===== src/sv/knn_pkg.sv =====
// Package for the k-nearest-neighbor center search block.
// Holds sizes, field widths, register indexes and function codes; no dependencies.
package knn_pkg;
    localparam int DIM_MAX     = 64;
    localparam int CENTERS_MAX = 256;
    localparam int K_MAX       = 8;
    localparam int DIM_W       = $clog2(DIM_MAX);
    localparam int CEN_W       = $clog2(CENTERS_MAX);
    localparam int K_W         = $clog2(K_MAX);
    localparam int ADDR_W      = CEN_W + DIM_W;
    localparam int DEPTH       = CENTERS_MAX * DIM_MAX;
    localparam int VAL_W       = 16;
    localparam int DIST_W      = 40;
    localparam int LBL_W       = 9;
    localparam int VLEN_W      = 7;
    localparam int CCNT_W      = 9;
    localparam int NCNT_W      = 4;
    localparam int CFG_IDX_W   = 2;
    localparam int CFG_DATA_W  = 9;
    localparam int SQ_W        = 34;

    localparam logic [CFG_IDX_W-1:0] REG_VLEN = 2'd0;
    localparam logic [CFG_IDX_W-1:0] REG_CCNT = 2'd1;
    localparam logic [CFG_IDX_W-1:0] REG_NCNT = 2'd2;

    localparam logic FUNC_CENTER = 1'b0;
    localparam logic FUNC_QUERY  = 1'b1;

    localparam logic [DIST_W-1:0] DIST_ONES = {DIST_W{1'b1}};
endpackage


===== src/sv/knn_best.sv =====
// Best-list keeper: k slots of distance and label, worst-slot rescan over cycles.
// Depends on knn_pkg.
module knn_best (
    input  logic                        i_clk,
    input  logic                        i_rst_n,
    input  logic                        i_clear,
    input  logic                        i_offer,
    input  logic [knn_pkg::DIST_W-1:0]  i_dist,
    input  logic [knn_pkg::LBL_W-1:0]   i_label,
    input  logic [knn_pkg::K_W:0]       i_k,
    input  logic [knn_pkg::K_W-1:0]     i_rd_slot,
    output logic [knn_pkg::DIST_W-1:0]  o_rd_dist,
    output logic [knn_pkg::LBL_W-1:0]   o_rd_label,
    output logic                        o_busy
);
    logic [knn_pkg::DIST_W-1:0] r_dist [knn_pkg::K_MAX];
    logic [knn_pkg::LBL_W-1:0]  r_lbl  [knn_pkg::K_MAX];
    logic [knn_pkg::K_W-1:0]    r_worst_slot;
    logic [knn_pkg::DIST_W-1:0] r_worst;
    logic                       r_scan;
    logic [knn_pkg::K_W:0]      r_si;
    logic [knn_pkg::DIST_W-1:0] r_mv;
    logic [knn_pkg::K_W-1:0]    r_mi;

    assign o_busy     = r_scan;
    assign o_rd_dist  = r_dist[i_rd_slot];
    assign o_rd_label = r_lbl[i_rd_slot];

    always_ff @(posedge i_clk) begin
        if (!i_rst_n || i_clear) begin
            for (int s = 0; s < knn_pkg::K_MAX; s++) begin
                r_dist[s] <= knn_pkg::DIST_ONES;
                r_lbl[s]  <= '0;
            end
            r_worst_slot <= '0;
            r_worst      <= knn_pkg::DIST_ONES;
            r_scan       <= 1'b0;
            r_si         <= '0;
            r_mv         <= '0;
            r_mi         <= '0;
        end else if (r_scan) begin
            // one slot per cycle; strictly larger moves the max
            if (r_si == i_k) begin
                r_worst      <= r_mv;
                r_worst_slot <= r_mi;
                r_scan       <= 1'b0;
            end else begin
                if (r_dist[r_si[knn_pkg::K_W-1:0]] > r_mv) begin
                    r_mv <= r_dist[r_si[knn_pkg::K_W-1:0]];
                    r_mi <= r_si[knn_pkg::K_W-1:0];
                end
                r_si <= r_si + 1'b1;
            end
        end else if (i_offer && i_dist < r_worst) begin
            r_dist[r_worst_slot] <= i_dist;
            r_lbl[r_worst_slot]  <= i_label;
            r_scan <= 1'b1;
            r_si   <= '0;
            r_mv   <= '0;
            r_mi   <= '0;
        end
    end
endmodule


===== config.mk =====
export PLATFORM = sky130hd
export DESIGN_NAME = knn_best
export DESIGN_NICKNAME = d
export VERILOG_FILES = /design/src/sv/knn_pkg.sv /design/src/sv/knn_best.sv
export SDC_FILE = /design/constraint.sdc
export NUM_CORES = 1
export LEC_CHECK = 0
export BUFFER_PORTS_ARGS = -buffer_cell sky130_fd_sc_hd__buf_4
export CORE_ASPECT_RATIO = 1.5
export CORE_MARGIN = 2
export CORE_UTILIZATION = 56
export DETAILED_ROUTE_END_ITERATION = 12
export GPL_ROUTABILITY_DRIVEN = 0
export PLACE_DENSITY_LB_ADDON = 0.2
export SYNTH_ARGS = -nofsm -noshare
export SYNTH_HDL_FRONTEND = slang
export SYNTH_SLANG_ARGS = --single-unit

===== constraint.sdc =====
create_clock -name i_clk -period 3.9 [get_ports i_clk]
set_input_delay 0.39 -clock i_clk [delete_from_list [all_inputs] [get_ports i_clk]]
set_output_delay 0.39 -clock i_clk [all_outputs]
set_load 0.005 [all_outputs]

==> metrics.cfg, run 1 <==
[cells_and_area]
post-route-util_pct=65.1
multi_input_area_mm2=0.0106
regArea_mm2=0.0137
drive_above_1_share_pct=31.8
finalNetCount=2068
fin_area_mm2=0.0286
area_growth_pct=14.3
fillerInstances=3241
final_cell_mix=edfxtp_1 (392), or2_1 (237), mux4_2 (178)
final_common_cell=edfxtp_1
n_antenna_cell=0

[route]
first_pass_iters=5
final_antenna_net_count=0
viasPerCell=6.13
wl_per_cell_um=25.5
vias=15600
wirelength_um=64900
drc=0
drt-initial-drc-count=1339

[global_route]
antenna_found_initial=0
grt_overflow=0
grt_pass1_vias=16500
grt_max_degree=86
globalRouteTotalUtil_pct=28.1
grt_first_pass_wirelength_um=97500

[yosys]
syn_nets=1966
synth_xor_area_share_pct=0.140
muxShareOfSynthArea_pct=21.7
synth-edff-count=392
synthAdderAreaFrac_pct=4.00
synth-warning-count=0
synthArstFlopShare_pct=0
synth-seq-area-share_pct=54.5
synth_top_family_by_area=multiplexers
netlist_instances=1826
ys_seq_elements=486
avgSynthCellArea_um2=13.7
netlist_area_mm2=0.0250
synth-compound-area-share_pct=2.94
synth.distinct_cells=47
synth_simple_gate_area_share_pct=13.4
synth_flop_cell=edfxtp_1

[place]
post-dp-hpwl_um=38900
placed_cell_area_mm2=0.0269
post-place-ws_ns=0.0899
port_buffers=109

[timing]
rsz0062_at_grt=false
setup_violations=0
tightest_slew_ns=1.13
fin_tns_setup_ns=0
slew_violations=0
fin_ws_ns=0.123
relSlewSlack_pct=24.7
hold_ws_ns=0.151
hold_viol_final=0
max_freq_ghz=0.265
period_minus_slack_ns=3.78
skew_ns=0.0149
fin_crit_sh_pct=96.9

[critical_path]
endpoint_kind=register
timing.rr.end=r_mv[1]$_SDFFE_PP0P_
critPathBufInv=4
crit_slowest_cell=mux4_2
path_delay_family=multiplexers
reg2regPathDepth=14
critPathKind=reg -> reg
max_stage_delay_ns=0.53
arrival_ns=4.26
required_ns=4.38
ff2ff_setup_slack_ns=0.12
crit_fanout=15
crit_path_cell_trace=buf_16 -> mux4_2 -> mux2_2 -> ha_1 -> nand4_1 -> nor4_1 -> buf_4 -> nand4_1 -> nor2_1 -> a21oi_1 -> a21oi_4 -> buf_4 -> buf_12 -> mux2i_1
worstSetupStartpointType=register

[clocking]
cts.path.max_buffers=3
root_buffer=clkbuf_16
cts.sinks=486
htree_num_levels=2
cts_tree=yes
cts_hold_buf=0
clock_latency_ns=0.57
clk_pin_slew_worst_paths_ns=0.07
cts_made_buffers=46

[power]
leakage_nw=9.02
ir_drop_uv=404
power.density_mw_per_mm2=391

[floorplanning]
start_util_pct=56.9
core-area_mm2=0.0440
die-area_mm2=0.0465
die_h_um=263
die_width_um=177
io_pins=110
num_rows=94

[min_path]
hold_path_end=r_dist[7][18]$_SDFFCE_PN1P_
hold_path_class=in -> reg
hold_start=i_dist[18]
holdPathStages=2

[flow_run]
max-cap-violations=0

[run_status]
status=finished, final reports clean

==> flip-flops by register name, indices dropped and copies added, names as in the netlist, named ones only <==
register      cells
r_worst          40
r_si              4
r_mi              3
r_mv             40
r_dist          320
r_lbl            72
r_worst_slot      3
o_busy            1
==> how the worst max path moves through the flow <==
stage          depth (start not counted)  startpoint  slack, ns                         end
6_report                              14    register       0.12        r_mv[1]$_SDFFE_PP0P_
5_1_grt                               14    register      0.004        r_mv[6]$_SDFFE_PP0P_
4_1_cts                               13    register       0.04        r_mv[1]$_SDFFE_PP0P_
3_5_place_dp                          13    register       0.09        r_mv[6]$_SDFFE_PP0P_
3_3_place_gp                          13    register       0.17       r_mv[37]$_SDFFE_PP0P_
2_1_floorplan                         10   i_dist[2]       0.21  r_dist[0][0]$_SDFFCE_PN1P_
==> layer usage <==
layer	global-route usage, %	vias to the layer above	routed length, um	share of wire, %
met1	34.7	7977	24100	37
met3	3.80	118	4010	6.2
met2	50.6	541	34800	54
met5	0	-	0	0
li1	-	6944	-	-
met4	9.25	0	1950	3.0
==> power breakdown <==
group | leakage, nW | internal [mW] | switching (mW)
Clock | 0.790 | 2.73 | 1.94
Sequential | 4.07 | 5.68 | 0.0445
Combinational | 4.15 | 0.335 | 0.452
Total | 9.02 | 8.74 | 2.44
==> logic make-up (layout without fill, tap and decap cells) <==
kind of cell,count (synthesis),after routing
muxes,310,310
buffers and inverters,208,347
and+or+nand+nor,628,628
AOI/OAI and AO/OA,110,110
DFF,486,486
adders and majority gates,80,80
xor gates and xnor gates,4,4
==> worst reg2reg max path: cells and delay by family (launching register included) <==
kind / cells / cell delay (ns)
buffers and inverters: 4 / 0.73
AOI/OAI and AO/OA: 2 / 0.27
muxes: 3 / 1.09
adders and majority gates: 1 / 0.34
DFF: 1 / 0.43
and+or+nand+nor: 4 / 0.83
==> per-stage QoR <==
| stage | power (mW) | cells |
|---|---|---|
| finish | 11.2 | 2541 |
| global route | 11.5 | 2541 |
| CTS | 11.2 | 2536 |
| detailed placement | 6.61 | 2451 |
| global placement | 6.59 | 2451 |
| floorplan | 6.25 | 1826 |
==> cells in the mapped netlist (4+ instances only) <==
cell / count / area, um2
mux4_2: 178 / 4010
ha_1: 80 / 1000
o211ai_1: 43 / 323
buf_4: 5 / 37.5
inv_1: 88 / 330
or2_2: 84 / 526
or2_1: 237 / 1480
xnor2_1: 4 / 35.0
mux2_2: 88 / 991
nand3_1: 15 / 75.1
nand2_1: 161 / 604
clkbuf_1: 86 / 323
mux2i_1: 44 / 440
nor2_1: 89 / 334
buf_2: 24 / 120
o21ai_0: 9 / 45.0
a21oi_1: 35 / 175
buf_1: 5 / 18.8
nor2b_1: 4 / 25.0
dfxtp_1: 94 / 1880
nand4_1: 15 / 93.8
edfxtp_1: 392 / 11800
nand2b_1: 4 / 25.0
a211oi_1: 4 / 30.0
==> repair_timing <==
item,in CTS,in global routing
buffers inserted,0,2
hold endpoints to repair,0,0
setup endpoints to repair,0,43
gates resized for setup,0,3
==> final cells by class <==
type	count	area share (%)
Clock inverter	17	0.573
Sequential cell	486	47.7
Inverter	88	1.15
Multi-Input combinational cell	1132	37.1
Clock buffer	68	4.97
Tap cell	576	2.52
Timing Repair Buffer	174	5.95
Power figures use the tool's default switching activity.
==> inputs of run 2 (changes only) <==
--- a/config.mk
+++ b/config.mk
@@ -5,11 +5,12 @@
 export SDC_FILE = /design/constraint.sdc
 export NUM_CORES = 1
 export LEC_CHECK = 0
-export BUFFER_PORTS_ARGS = -buffer_cell sky130_fd_sc_hd__buf_4
 export CORE_ASPECT_RATIO = 1.5
 export CORE_MARGIN = 2
-export CORE_UTILIZATION = 56
+export CORE_UTILIZATION = 58
+export CTS_BUF_LIST = sky130_fd_sc_hd__clkbuf_8 sky130_fd_sc_hd__clkbuf_16
 export DETAILED_ROUTE_END_ITERATION = 12
+export DONT_BUFFER_PORTS = 1
 export GPL_ROUTABILITY_DRIVEN = 0
 export PLACE_DENSITY_LB_ADDON = 0.2
 export SYNTH_ARGS = -nofsm -noshare
==> metrics.cfg, run 2 (synthesis results as in run 1) <==
[run_status]
status=finished, final reports clean

[timing]
fin_ws_ns=0.167
max_freq_ghz=0.268
relSlewSlack_pct=42.1
fin_crit_sh_pct=95.7
rsz0062_at_grt=false
slew_violations=0
fin_tns_setup_ns=0
skew_ns=0.0147
setup_violations=0
period_minus_slack_ns=3.73
tightest_slew_ns=0.866
hold_viol_final=0

[clocking]
cts.sinks=486
cts_tree=yes
cts.path.max_buffers=3
clock_latency_ns=0.57
root_buffer=clkbuf_16
cts_made_buffers=47
htree_num_levels=2
clk_pin_slew_worst_paths_ns=0.07

[floorplanning]
die-area_mm2=0.0449
die_width_um=174
io_pins=110
start_util_pct=58.5
die_h_um=258
core-area_mm2=0.0428
num_rows=93

[cells_and_area]
fin_area_mm2=0.0281
drive_above_1_share_pct=26.9
final_cell_mix=edfxtp_1 (392), or2_1 (237), mux4_2 (178)
finalNetCount=2007
area_growth_pct=12.2
final_common_cell=edfxtp_1
largest_reg_flops=320
instances_no_fill=2475
largest-register=r_dist
reg.largest.list=r_dist x320, r_lbl x72

[global_route]
grt_overflow=0
globalRouteTotalUtil_pct=29.0
antenna_found_initial=1
grt_util_met3_pct=4.37
grt.busiest_layer=met2
use_met1_pct=34.1
grtUsageMet2_pct=52.3
grt_max_degree=99
grt_first_pass_wirelength_um=97100
grt_pass1_vias=16400

[power]
swShare_pct=21.7
p_int_mw=8.52
pwr-share-seq_pct=52.6
leakage_nw=8.65
power_switching_mw=2.37
power.density_mw_per_mm2=388
ir_drop_uv=411
clockPowerShare_pct=41.5
total_power_mw=10.9
pwr-share-comb_pct=5.9

[route]
drc=0
wl_per_cell_um=26.2
viasPerCell=6.27
drt-initial-drc-count=1322
final_antenna_net_count=0
vias=15500
wirelength_um=65000
first_pass_iters=5

[critical_path]
critPathKind=reg -> reg
crit_fanout=17
required_ns=4.40
crit_path_cell_trace=buf_12 -> mux4_2 -> mux2_2 -> ha_1 -> a21oi_1 -> o21ai_0 -> a221oi_2 -> buf_4 -> o22ai_1 -> a211o_1 -> a21oi_4 -> buf_12 -> clkbuf_16 -> mux2i_1
path_common_cell=buf_12
critPathBufInv=4
endpoint_kind=register
worstSetupStartpointType=register
crit_slowest_cell=mux4_2
arrival_ns=4.23
max_stage_delay_ns=0.51
path_delay_family=compound AO/OA/AOI/OAI gates

[place]
post-dp-hpwl_um=38100
place_inst=2334
port_buffers=0
placed_cell_area_mm2=0.0259
post-place-ws_ns=0.120

[flow_run]
max-cap-violations=0

[min_path]
hold_path_class=in -> reg

==> run 2: repair_timing <==
item | 4_1_cts | 5_1_grt
hold endpoints to repair | 312 | 1
hold buffers | 41 | 1
resized for setup | 0 | 6
buffers inserted | 0 | 8
endpoints found under the setup margin | 0 | 43
==> run 2: per-layer routing <==
layer,routed length [um],vias up
li1,-,6832
met1,24100,7973
met2,34000,553
met3,3640,170
met4,3190,0
met5,0,-
==> run 2: stage by stage <==
| step | hold WS, ns | utilization [%] |
|---|---|---|
| after floorplan | 0.432 | - |
| after global placement | 0.447 | 60.6 |
| after detailed placement | 0.453 | 60.6 |
| after CTS | 0.000272 | 65.1 |
| after global routing | 0.00506 | 65.6 |
| final | 0.0142 | 65.6 |
==> run 2: layout make-up <==
| class | count | area (um2) |
|---|---|---|
| Tap cell | 570 | 713 |
| Inverter | 88 | 330 |
| Clock inverter | 36 | 268 |
| Sequential cell | 486 | 13700 |
| Clock buffer | 50 | 1240 |
| Antenna cell | 1 | 2.50 |
| Multi-Input combinational cell | 1132 | 10600 |
| Timing Repair Buffer | 112 | 1260 |
| Fill cell | 3176 | 14700 |
==> run 2: final timing paths <==
kind	depth (start not counted)	slack, ns	start	end
setup / recovery	14	0.17	register	r_mv[26]$_SDFFE_PP0P_
hold / removal	1	0.01	i_dist[9]	r_dist[6][9]$_SDFFCE_PN1P_
setup reg to reg	14	0.17	register	r_mv[26]$_SDFFE_PP0P_
hold reg to reg	2	0.46	r_mi[1]$_SDFFE_PP0P_	r_worst_slot[1]$_SDFFE_PP0P_
==> run 2: worst reg2reg max path, cell delays in order, from the launching register on <==
cell and delay, ns:
dfxtp_4 0.43, buf_12 0.20, mux4_2 0.52, mux2_2 0.31, ha_1 0.30, a21oi_1 0.14
o21ai_0 0.12, a221oi_2 0.35, buf_4 0.20, o22ai_1 0.08, a211o_1 0.31, a21oi_4 0.17
buf_12 0.15, clkbuf_16 0.20, mux2i_1 0.20
==> run 2: power groups by stage <==
stage	Combinational (mW)	Sequential [mW]	Clock, mW
finish	0.647	5.72	4.52
floorplan	0.425	5.82	0
CTS	0.621	5.72	4.56
global placement	0.545	5.82	0
detailed placement	0.552	5.83	0
global route	0.687	5.73	4.74
