`src/sv/knn_ram.sv`:
```
// Generic single-port-write, single-read synchronous RAM with registered read.
// No dependencies.
module knn_ram #(
    parameter int WIDTH = 16,
    parameter int DEPTH = 64
) (
    input  logic                     i_clk,
    input  logic                     i_we,
    input  logic [$clog2(DEPTH)-1:0] i_waddr,
    input  logic [WIDTH-1:0]         i_wdata,
    input  logic [$clog2(DEPTH)-1:0] i_raddr,
    output logic [WIDTH-1:0]         o_rdata
);
    logic [WIDTH-1:0] mem [DEPTH];

    always_ff @(posedge i_clk) begin
        if (i_we) begin
            mem[i_waddr] <= i_wdata;
        end
        o_rdata <= mem[i_raddr];
    end
endmodule

```
`config.mk`:
```
export PLATFORM = sky130hd
export DESIGN_NAME = knn_ram
export DESIGN_NICKNAME = d
export VERILOG_FILES = /design/src/sv/knn_ram.sv
export SDC_FILE = /design/constraint.sdc
export NUM_CORES = 1
export LEC_CHECK = 0
export BUFFER_PORTS_ARGS = -buffer_cell sky130_fd_sc_hd__buf_2
export CAP_MARGIN = 10
export CELL_PAD_IN_SITES_DETAIL_PLACEMENT = 2
export CELL_PAD_IN_SITES_GLOBAL_PLACEMENT = 2
export CORE_MARGIN = 2
export CORE_UTILIZATION = 51
export DETAILED_ROUTE_END_ITERATION = 8
export PLACE_DENSITY_LB_ADDON = 0.1
export SYNTH_ARGS = -nofsm -noshare
export SYNTH_HDL_FRONTEND = slang
export SYNTH_SLANG_ARGS = --single-unit
export TNS_END_PERCENT = 10
```
`constraint.sdc`:
```
create_clock -name i_clk -period 3 [get_ports i_clk]
set_input_delay 0.3 -clock i_clk [delete_from_list [all_inputs] [get_ports i_clk]]
set_output_delay 0.3 -clock i_clk [all_outputs]
set_load 0.02 [all_outputs]
```
==> run metrics, run 1 <==
Post-Syn Instances 1829; Reg2Reg Setup Slack ~0.64 ns; postcts setup bufs 0; synthesized flop and latch total approximately 1000; top cell type by total area after synthesis edfxtp_1; GR peak layer met2; cts bufs inserted about 110; Ports 46; Layout area overhead 14.54%; final worst-path setup slack around 0.64 ns; pin count of the biggest net entering global routing between 60 and 70; Setup violations, final 0; power density over the cells around 690 nW/µm²; Via Count approximately 21000; VDD IR max 688.7 µV; Overall Power between 0.03 and 0.04 W; Worst Hold Class in2reg; XOR/XNOR Fraction of Synth Area 0%; reg2reg end o_rdata[15]; Compound-Gate Fraction of Synth Area 2.409%; status finished, final reports clean; Layout Nets ~2100; Synth Area in Simple Gates between 2 and 3%; library cells used by synthesis between 40 and 50; post-CTS sizing 0; Tmin final around 2.4 ns; Die Y roughly 280 µm; CTS max path bufs 3; max-slew violation count 0; final WL ~140000 µm; fraction of layout cells with a size suffix above 1 between 20% and 30%; Hold Path Stages 1; Post-synth top flop edfxtp_1; Ys Warns 0; FMAX between 400 and 500 MHz; number of synthesized flops with an enable pin a little over 1000; largest family of logic cells by synthesized area multiplexers; CP Class reg2reg; share of synthesized registers carrying an async set or reset 0%; worst hold start i_wdata[2]; CP endpoint kind flop; CTS tree done; r2r worst-path depth 6; final hold violations 0; Synth area leaders edfxtp_1, mux4_2, mux2i_1; Avg Vias per Cell just under 7; DP Cell Count between 2000 and 3000; global placer's final weighted congestion between 0.8 and 0.9; DRC 0; Worst Path Max Fanout 1; vias in the first global route about 23000; Max Cap Viol 0; full die area between 80000 and 90000 µm²; DR pass1 iterations 5; PortBufs 45; Initial Util between 50 and 60%; CTS Sinks around 1000; Worst-path clk slew 0.07 ns; top cells by count, synth edfxtp_1, mux4_2, mux2i_1; Synth Cell Area 40040 µm²; met2 Use GR between 50% and 60%; global-route wire length before repair a little under 200000 µm; RSZ-0062 raised after global routing false; initial antenna violation count 12; Slew @ Worst Pin ~1.3 ns; DR iter-0 viols between 2000 and 3000; FILL cells around 6200; post-route clock period utilization 78.65%; width of the die between 200 and 300 µm; H-tree depth 3; # hold bufs at CTS 0; Core Region ~78000 µm²; GR met3 Demand/Resource 6.726%; TNS Setup 0 ns; Clock Latency Late Sink approximately 0.7 ns; mux cell area share after synthesis roughly 16%; cell row count 102; Avg WL per Cell 43.60 µm; post-synthesis sequential area ratio 77.59%; global route overflow 0; worst hold path endpoint mem[29][2]; CP Data Required Time 3.51 ns; Worst Setup Start Kind flop; P_leak roughly 15 nW; Total Routing Usage GR between 30% and 40%; clock skew just over 0.03 ns; final std cells w/o fill 3186; slew margin rel. 16.21%; Root Buffer clkbuf_16; r2r startpoint mem[29][15]; Avg Cell Area, Syn 21.89 µm²; DRT antenna net count 0; CP Data Arrival Time roughly 2.9 ns; hpwl dp 77340 µm; most common cell in the synthesized netlist edfxtp_1; Place WS ~0.013 ns; Yosys top cell area share roughly three quarters; met1 Use GR 45.17%; area share of fa/ha/maj cells after synthesis 0%; Post-Syn Nets 1859
cell usage in the layout, fill, tap and decap left out, drive strengths merged, types with 3 or more instances in the layout:
cell,count
a211o,8
a211oi,8
a21oi,17
a221o,6
a221oi,16
a22o,6
a22oi,39
a311oi,8
a31oi,8
a41oi,5
and4,5
buf,223
bufinv,8
clkbuf,153
clkinv,28
dfxtp,16
edfxtp,1024
inv,5
mux2,27
mux2i,85
mux4,224
nand2,60
nand2b,3
nand3,24
nand4,12
nor2,74
nor2b,30
nor4,3
o21ai,8
stage by stage:
stage,hold slack (ns),utilization [%],cell area [µm²]
after floorplan,0.3989,-,40040
after global placement,0.7161,54.69,42430
after detailed placement,0.7213,54.69,42430
after CTS,0.01927,59.10,45860
after global routing,0.03261,59.10,45860
final,0.03442,59.11,45860
cells by family (layout without fill, tap and decap cells):
kind of cell,Yosys count,in the layout
AND/OR/NAND/NOR,220,220
buffers and inverters,104,419
AO/OA/AOI/OAI,129,129
other,0,2
flip-flops,1040,1040
multiplexers,336,336
registers in the layout (all words and copies together) (netlist names):
register / flops
mem: 1024
o_rdata: 16
worst max-delay path by stage:
| stage | start | end | slack, ns |
|---|---|---|---|
| after detailed placement | i_raddr[0] | o_rdata[9] | 0.01 |
| after global placement | i_raddr[0] | o_rdata[9] | 0.11 |
| after floorplan | i_waddr[3] | mem[48][0] | 0.67 |
| after CTS | mem[29][15] | o_rdata[15] | 0.71 |
| final | mem[29][15] | o_rdata[15] | 0.64 |
| after global routing | mem[2][4] | o_rdata[4] | 0.67 |
final cells by class:
type | instances | area (µm²) | share of cell area (%)
sequential | 1040 | 31070 | 67.75
clock inverter | 43 | 494.2 | 1.078
multi-input combinational | 685 | 8249 | 17.99
clock buffer | 153 | 2928 | 6.384
timing repair buffer | 223 | 1815 | 3.959
antenna | 2 | 5.005 | 0.01091
tap | 1040 | 1301 | 2.837
power breakdown:
part | internal [W] | total, W | switching [W]
Sequential | 0.0161 | 0.0162 | 0.0000776
Combinational | 0.000610 | 0.00180 | 0.00119
Clock | 0.00752 | 0.0137 | 0.00614
worst max-delay path, cell delays in order (launching register included):
cell and delay [ns]:
edfxtp_1 0.44, mux4_2 0.53, mux2i_1 0.27, nand3_1 0.30
a31oi_1 0.34, buf_4 0.21, a311oi_1 0.09
layer usage:
| layer | share of wire (%) | vias up |
|---|---|---|
| li1 | - | 8137 |
| met1 | 37 | 11640 |
| met2 | 50 | 1353 |
| met3 | 7.9 | 316 |
| met4 | 4.5 | 16 |
| met5 | 0.074 | - |
Power figures use the tool's default switching activity.
==> run 2: changes to the inputs <==
--- a/config.mk
+++ b/config.mk
@@ -10,7 +10,7 @@
 export CELL_PAD_IN_SITES_DETAIL_PLACEMENT = 2
 export CELL_PAD_IN_SITES_GLOBAL_PLACEMENT = 2
 export CORE_MARGIN = 2
-export CORE_UTILIZATION = 51
+export CORE_UTILIZATION = 46
 export DETAILED_ROUTE_END_ITERATION = 8
 export PLACE_DENSITY_LB_ADDON = 0.1
 export SYNTH_ARGS = -nofsm -noshare
==> constraint.sdc (replaced) <==
create_clock -name i_clk -period 2.1 [get_ports i_clk]
set_input_delay 0.21 -clock i_clk [delete_from_list [all_inputs] [get_ports i_clk]]
set_output_delay 0.21 -clock i_clk [all_outputs]
set_load 0.02 [all_outputs]
==> run 2 against run 1 <==
The run now ends with setup timing left. Combinational power up 48%. Sequential power up 43%. Power up 41%. Register-to-register slack worse by 0.65 ns. Via count down 5.1%. Clock power up 36%. Clock skew down 0.015 ns. Critical path depth unchanged. Critical path type unchanged. Largest power group unchanged.
==> run metrics, run 2 (synthesized netlist as in run 1, its figures left out) <==
final hold violations 0 (unchanged); Total Routing Usage GR 27.04% (-7.8 points); CP Class reg2reg; global placer's final weighted congestion 0.7968 (-1.3%); Largest Register mem; Overall Power 0.04449 W (+41%); slowest library cell on the worst path mux4_2; final core occ 54.99% (-4.1 points); Worst Path Max Fanout 1 (unchanged); final worst-path setup slack -0.009540 ns (-0.6499 ns); # hold bufs at CTS 0 (unchanged); final std cells w/o fill 3410 (+7.0%); cts bufs inserted 109 (+3.8%); Worst-path clk slew 0.07 ns (about the same); TNS Setup -0.009540 ns (-0.009540 ns); full die area 89420 µm² (+11%); global-route wire length before repair 170200 µm (-12%); FILL cells 7173 (+15%); postcts setup bufs 0 (unchanged); Worst Hold Class in2reg; Worst Setup Start Kind flop; H-tree depth 3 (unchanged); crit-path leading delay family multiplexers; Avg Vias per Cell 5.975 (-11%); FMAX 474.0 MHz (+12%); Initial Util 46.30% (-5.3 points); slowest stage delay, CP 0.48 ns (-0.05 ns); CTS max path bufs 3 (unchanged); PortBufs 45 (unchanged); Max Cap Viol 0 (unchanged); Clock Latency Late Sink 0.67 ns (-0.02 ns); Sequential cell area 31070 µm² (unchanged); DR pass1 iterations 5 (unchanged); top flop regs mem (1024), o_rdata (16); max-slew violation count 0 (unchanged); final WL 118900 µm (-14%); Root Buffer clkbuf_16; initial antenna violation count 11 (-1); post-route clock period utilization 100.5% (+22 points); DP Cell Count 3208 (+7.4%); Cell Chain, Critical Path mux4_2 -> mux2i_1 -> a22oi_1 -> a31oi_1 -> buf_4 -> a311oi_1; hold slack 0.02969 ns (-0.004726 ns); slew margin rel. 21.43% (+5.2 points); CTS Sinks 1040 (unchanged); CTS tree done; commonest non-fill, non-tap cell in the layout edfxtp_1; DR iter-0 viols 1867 (-35%); Layout area overhead 18.78%; clock skew 0.01554 ns (-0.01521 ns); CP bufs+invs 1 (unchanged); global route overflow 0 (unchanged); power density over the cells 935.4 nW/µm² (+36%); CP Data Arrival Time 2.64 ns (-0.23 ns); Layout Nets 2194 (+5.2%); VDD IR max 771.3 µV (+12%); Core Region 86480 µm² (+11%); Setup violations, final 1 (+1); CP Data Required Time 2.63 ns (-0.88 ns); RSZ-0062 raised after global routing true; Tmin final 2.110 ns (-0.2501 ns); DRC 0 (unchanged); CP endpoint kind flop; status complete, but fails checks; hpwl dp 75390 µm (-2.5%); most frequent cells in the layout edfxtp_1, mux4_2, buf_4; pin count of the biggest net entering global routing 65 (unchanged); multi-input logic area 8328 µm² (+0.96%); P_leak 15.48 nW (+4.7%); DRT antenna net count 0 (unchanged); Die Y 299.0 µm (+5.2%); width of the die 299.0 µm (+5.2%); Via Count 20370 (-5.1%); fraction of layout cells with a size suffix above 1 33.07% (+3.7 points); vias in the first global route 22690 (-1.4%); cell row count 108 (+5.9%); Avg WL per Cell 34.88 µm (-20%); max reg flops 1024 (unchanged); Slew @ Worst Pin 1.179 ns (-0.07831 ns); Ports 46 (unchanged); failing checks setup timing
[run 2: cell types whose count changed in the layout (fill, tap and decap cells not counted), sizes merged]
cell      before  now
buf          223  328
clkinv        28   47
clkbuf       153  143
inv            5    0
bufinv         8    6
clkinvlp       2    4
[run 2: what timing repair did]
item / CTS / global route
pin swaps: 1 / 2
gates resized for setup: 8 / 5
endpoints found under the setup margin: 4 / 6
cloned: 0 / 0
[run 2: worst register-to-register path, stage by stage, from the launching register on]
cell and delay (ns):
edfxtp_1 0.42, mux4_2 0.48, mux2i_1 0.28, a22oi_1 0.29, a31oi_1 0.26, buf_4 0.18, a311oi_1 0.07
[run 2: per-layer routing]
metal,GRT usage (%),vias to the layer above,wire (µm)
met5,0,-,63
li1,-,8365,-
met4,10.90,8,5136
met1,35.27,11080,46830
met3,4.523,213,7074
met2,45.56,708,59830
[run 2: through the flow]
| step | instance area [µm²] | setup WS [ns] |
|---|---|---|
| final | 47560 | -0.009540 |
| after global routing | 47560 | -0.04237 |
| after CTS | 47530 | -0.002772 |
| after detailed placement | 44040 | -0.5739 |
| after global placement | 44040 | -0.5273 |
| after floorplan | 40050 | -0.1381 |
[run 2: worst paths after layout]
path / from / cells after the start / endpoint / slack (ns)
max: mem[18][4] / 6 / o_rdata[4] / -0.01
min: i_wdata[5] / 2 / mem[17][5] / 0.03
max reg2reg: mem[18][4] / 6 / o_rdata[4] / -0.01
min reg2reg: mem[33][11] / 3 / o_rdata[11] / 0.92
[run 2: layout make-up]
cell class | instances | area share, %
diodes | 2 | 0.01052
clock buffers | 143 | 6.351
clock inverters | 57 | 0.8734
multi-input cells | 685 | 17.51
flip-flops and latches | 1040 | 65.33
well taps | 1155 | 3.039
repair buffers | 328 | 6.890
[run 2: where the power goes]
group          switching, W  internal, W  leakage, nW  total [W]
Clock               0.00796       0.0108         1.68     0.0187
Sequential        0.0000969       0.0230         9.35     0.0231
Combinational       0.00161      0.00107         4.45    0.00267
==> run 3: changes to the inputs <==
--- a/config.mk
+++ b/config.mk
@@ -7,12 +7,10 @@
 export LEC_CHECK = 0
 export BUFFER_PORTS_ARGS = -buffer_cell sky130_fd_sc_hd__buf_2
 export CAP_MARGIN = 10
-export CELL_PAD_IN_SITES_DETAIL_PLACEMENT = 2
-export CELL_PAD_IN_SITES_GLOBAL_PLACEMENT = 2
 export CORE_MARGIN = 2
-export CORE_UTILIZATION = 46
+export CORE_UTILIZATION = 56
 export DETAILED_ROUTE_END_ITERATION = 8
-export PLACE_DENSITY_LB_ADDON = 0.1
+export PLACE_DENSITY = 0.75
 export SYNTH_ARGS = -nofsm -noshare
 export SYNTH_HDL_FRONTEND = slang
 export SYNTH_SLANG_ARGS = --single-unit
==> run 3 against run 2 <==
The flow still finishes with violations (setup timing). Combinational power is 7% lower. Maximum frequency down 1.4%. Sequential share of layout area grew 1.4 points. Non-clock buffer count fell by 33. Critical path type unchanged. Largest cell class unchanged.
==> run metrics, run 3 (synthesized netlist as in run 1, its figures left out) <==
reg2reg end o_rdata[0]; Worst Hold Class in2reg; Post-Layout Inst Area 46580 µm² (-2.1%); failing checks setup timing; Overall Power 0.04307 W (-3.2%); pin count of the biggest net entering global routing 65 (unchanged); TNS Setup -0.04027 ns (-0.03073 ns); Max Cap Viol 0 (unchanged); placed cell area 43350 µm² (-1.6%); RSZ-0062 raised after global routing false; CTS tree done; Reg2Reg Setup Slack -0.04 ns (-0.03 ns); FMAX 467.4 MHz (-1.4%); Root Buffer clkbuf_16; full die area 73660 µm² (-18%); final hold violations 0 (unchanged); top flop regs mem (1024), o_rdata (16); final std cells w/o fill 3161 (-7.3%); CTS max path bufs 3 (unchanged); FILL cells 4470 (-38%); Layout area overhead 16.32%; post-route clock period utilization 101.9% (+1.4 points); DP Cell Count 2970 (-7.4%); postcts setup bufs 0 (unchanged); CP bufs+invs 1 (unchanged); cts bufs inserted 102 (-6.4%); Initial Util 56.30% (+10 points); r2r startpoint mem[31][0]; cell row count 98 (-9.3%); r2r worst-path depth 6 (unchanged); slowest library cell on the worst path mux4_2; VDD IR max 705.2 µV (-8.6%); Worst-path clk slew 0.06 ns (about the same); slowest stage delay, CP 0.47 ns (about the same); most frequent cells in the layout edfxtp_1, mux4_2, buf_4; commonest non-fill, non-tap cell in the layout edfxtp_1; slew margin rel. 43.68% (+22 points); Avg WL per Cell 31.13 µm (-11%); Worst Path Max Fanout 1 (unchanged); final worst-path setup slack -0.03966 ns (-0.03012 ns); width of the die 271.4 µm (-9.2%); Via Count 20390 (+0.079%); Total Routing Usage GR 27.10% (+0.057 points); DRC 0 (unchanged); Crit path depth 6 (unchanged); hpwl dp 60980 µm (-19%); initial antenna violation count 11 (unchanged); Setup violations, final 2 (+1); max-slew violation count 0 (unchanged); Sequential cell area 31070 µm² (unchanged); CP Data Required Time 2.61 ns (-0.02 ns); final WL 98400 µm (-17%); crit-path leading delay family multiplexers; # hold bufs at CTS 0 (unchanged); clock skew 0.02795 ns (+0.01241 ns); Cell Chain, Critical Path mux4_2 -> mux2i_1 -> nand3_1 -> a31oi_2 -> buf_4 -> a311oi_1; CP Data Arrival Time 2.65 ns (about the same); global placer's final weighted congestion 0.9721 (+22%); Worst Setup Start Kind flop; Core Region 71120 µm² (-18%); PortBufs 45 (unchanged); power density over the cells 924.8 nW/µm² (-1.1%); H-tree depth 3 (unchanged); Layout Nets 2154 (-1.8%); final core occ 65.49% (+10 points); Crit. Startpoint mem[31][0]; max reg flops 1024 (unchanged); global route overflow 0 (unchanged); DR pass1 iterations 6 (+1); Slew @ Worst Pin 0.8431 ns (-0.3355 ns); CP endpoint kind flop; Largest Register mem; global-route wire length before repair 142400 µm (-16%); fraction of layout cells with a size suffix above 1 31.90% (-1.2 points); CP Class reg2reg; P_leak 15.16 nW (-2.1%); vias in the first global route 20540 (-9.5%); Critical Path Sink o_rdata[0]; Tmin final 2.140 ns (+0.03012 ns); Die Y 271.4 µm (-9.2%); CTS Sinks 1040 (unchanged); Clock Latency Late Sink 0.66 ns (about the same); Avg Vias per Cell 6.450 (+8.0%); Ports 46 (unchanged); multi-input logic area 8269 µm² (-0.71%); DRT antenna net count 0 (unchanged); DR iter-0 viols 2656 (+42%); status complete, but fails checks
==> run 3: cell types whose count changed in the layout (fill, tap and decap cells not counted), sizes merged <==
cell      change
clkinvlp      -1
clkbuf       -13
clkinv        -4
bufinv        +1
buf          -34
inv           +5
diode         +2
==> run 3: report_power, final <==
group          leakage [nW]  internal [W]  total, W  switching [W]
logic                  4.24      0.000986   0.00249        0.00150
registers              9.35        0.0230    0.0231      0.0000874
clock network          1.58       0.00996    0.0175        0.00757
total                  15.2        0.0339    0.0431        0.00916
==> run 3: cell type report <==
class | count | area share, %
clock inverter | 58 | 1.080
clock buffer | 129 | 5.786
tap | 950 | 2.552
multi-input combinational | 685 | 17.75
timing repair buffer | 295 | 6.098
sequential | 1040 | 66.71
antenna | 4 | 0.02149
==> run 3: worst min path at each step <==
stage	slack, ns	cells past startpoint	endpoint	from
2_1_floorplan	0.31	0	mem[0][0]	i_wdata[0]
3_3_place_gp	0.65	1	o_rdata[12]	o_rdata[12]
3_5_place_dp	0.66	1	o_rdata[14]	o_rdata[14]
4_1_cts	0.06	1	mem[43][4]	i_wdata[4]
5_1_grt	0.06	2	mem[46][3]	i_wdata[3]
6_report	0.08	2	mem[45][3]	i_wdata[3]
==> run 3: through the flow <==
step / setup slack (ns) / hold WS, ns
after global routing: 0.007912 / 0.05968
after floorplan: -0.1381 / 0.3089
after detailed placement: -0.6991 / 0.6647
after global placement: -0.6410 / 0.6502
final: -0.03966 / 0.07534
after CTS: 0.003190 / 0.05806
==> run 3: timing repair <==
item                       4_1_cts  5_1_grt
cloned                           0        0
setup endpoints to repair        2        1
resized for setup                3        1
pin swaps                        0        0
==> run 3: layer usage <==
layer  vias to the layer above  GRT usage [%]  part of all wire [%]
li1                       8286              -                     -
met1                     10600          36.59                    36
met2                      1276          44.46                    49
met3                       223          5.732                    10
met4                         8          9.341                   3.9
met5                         -              0                 0.045
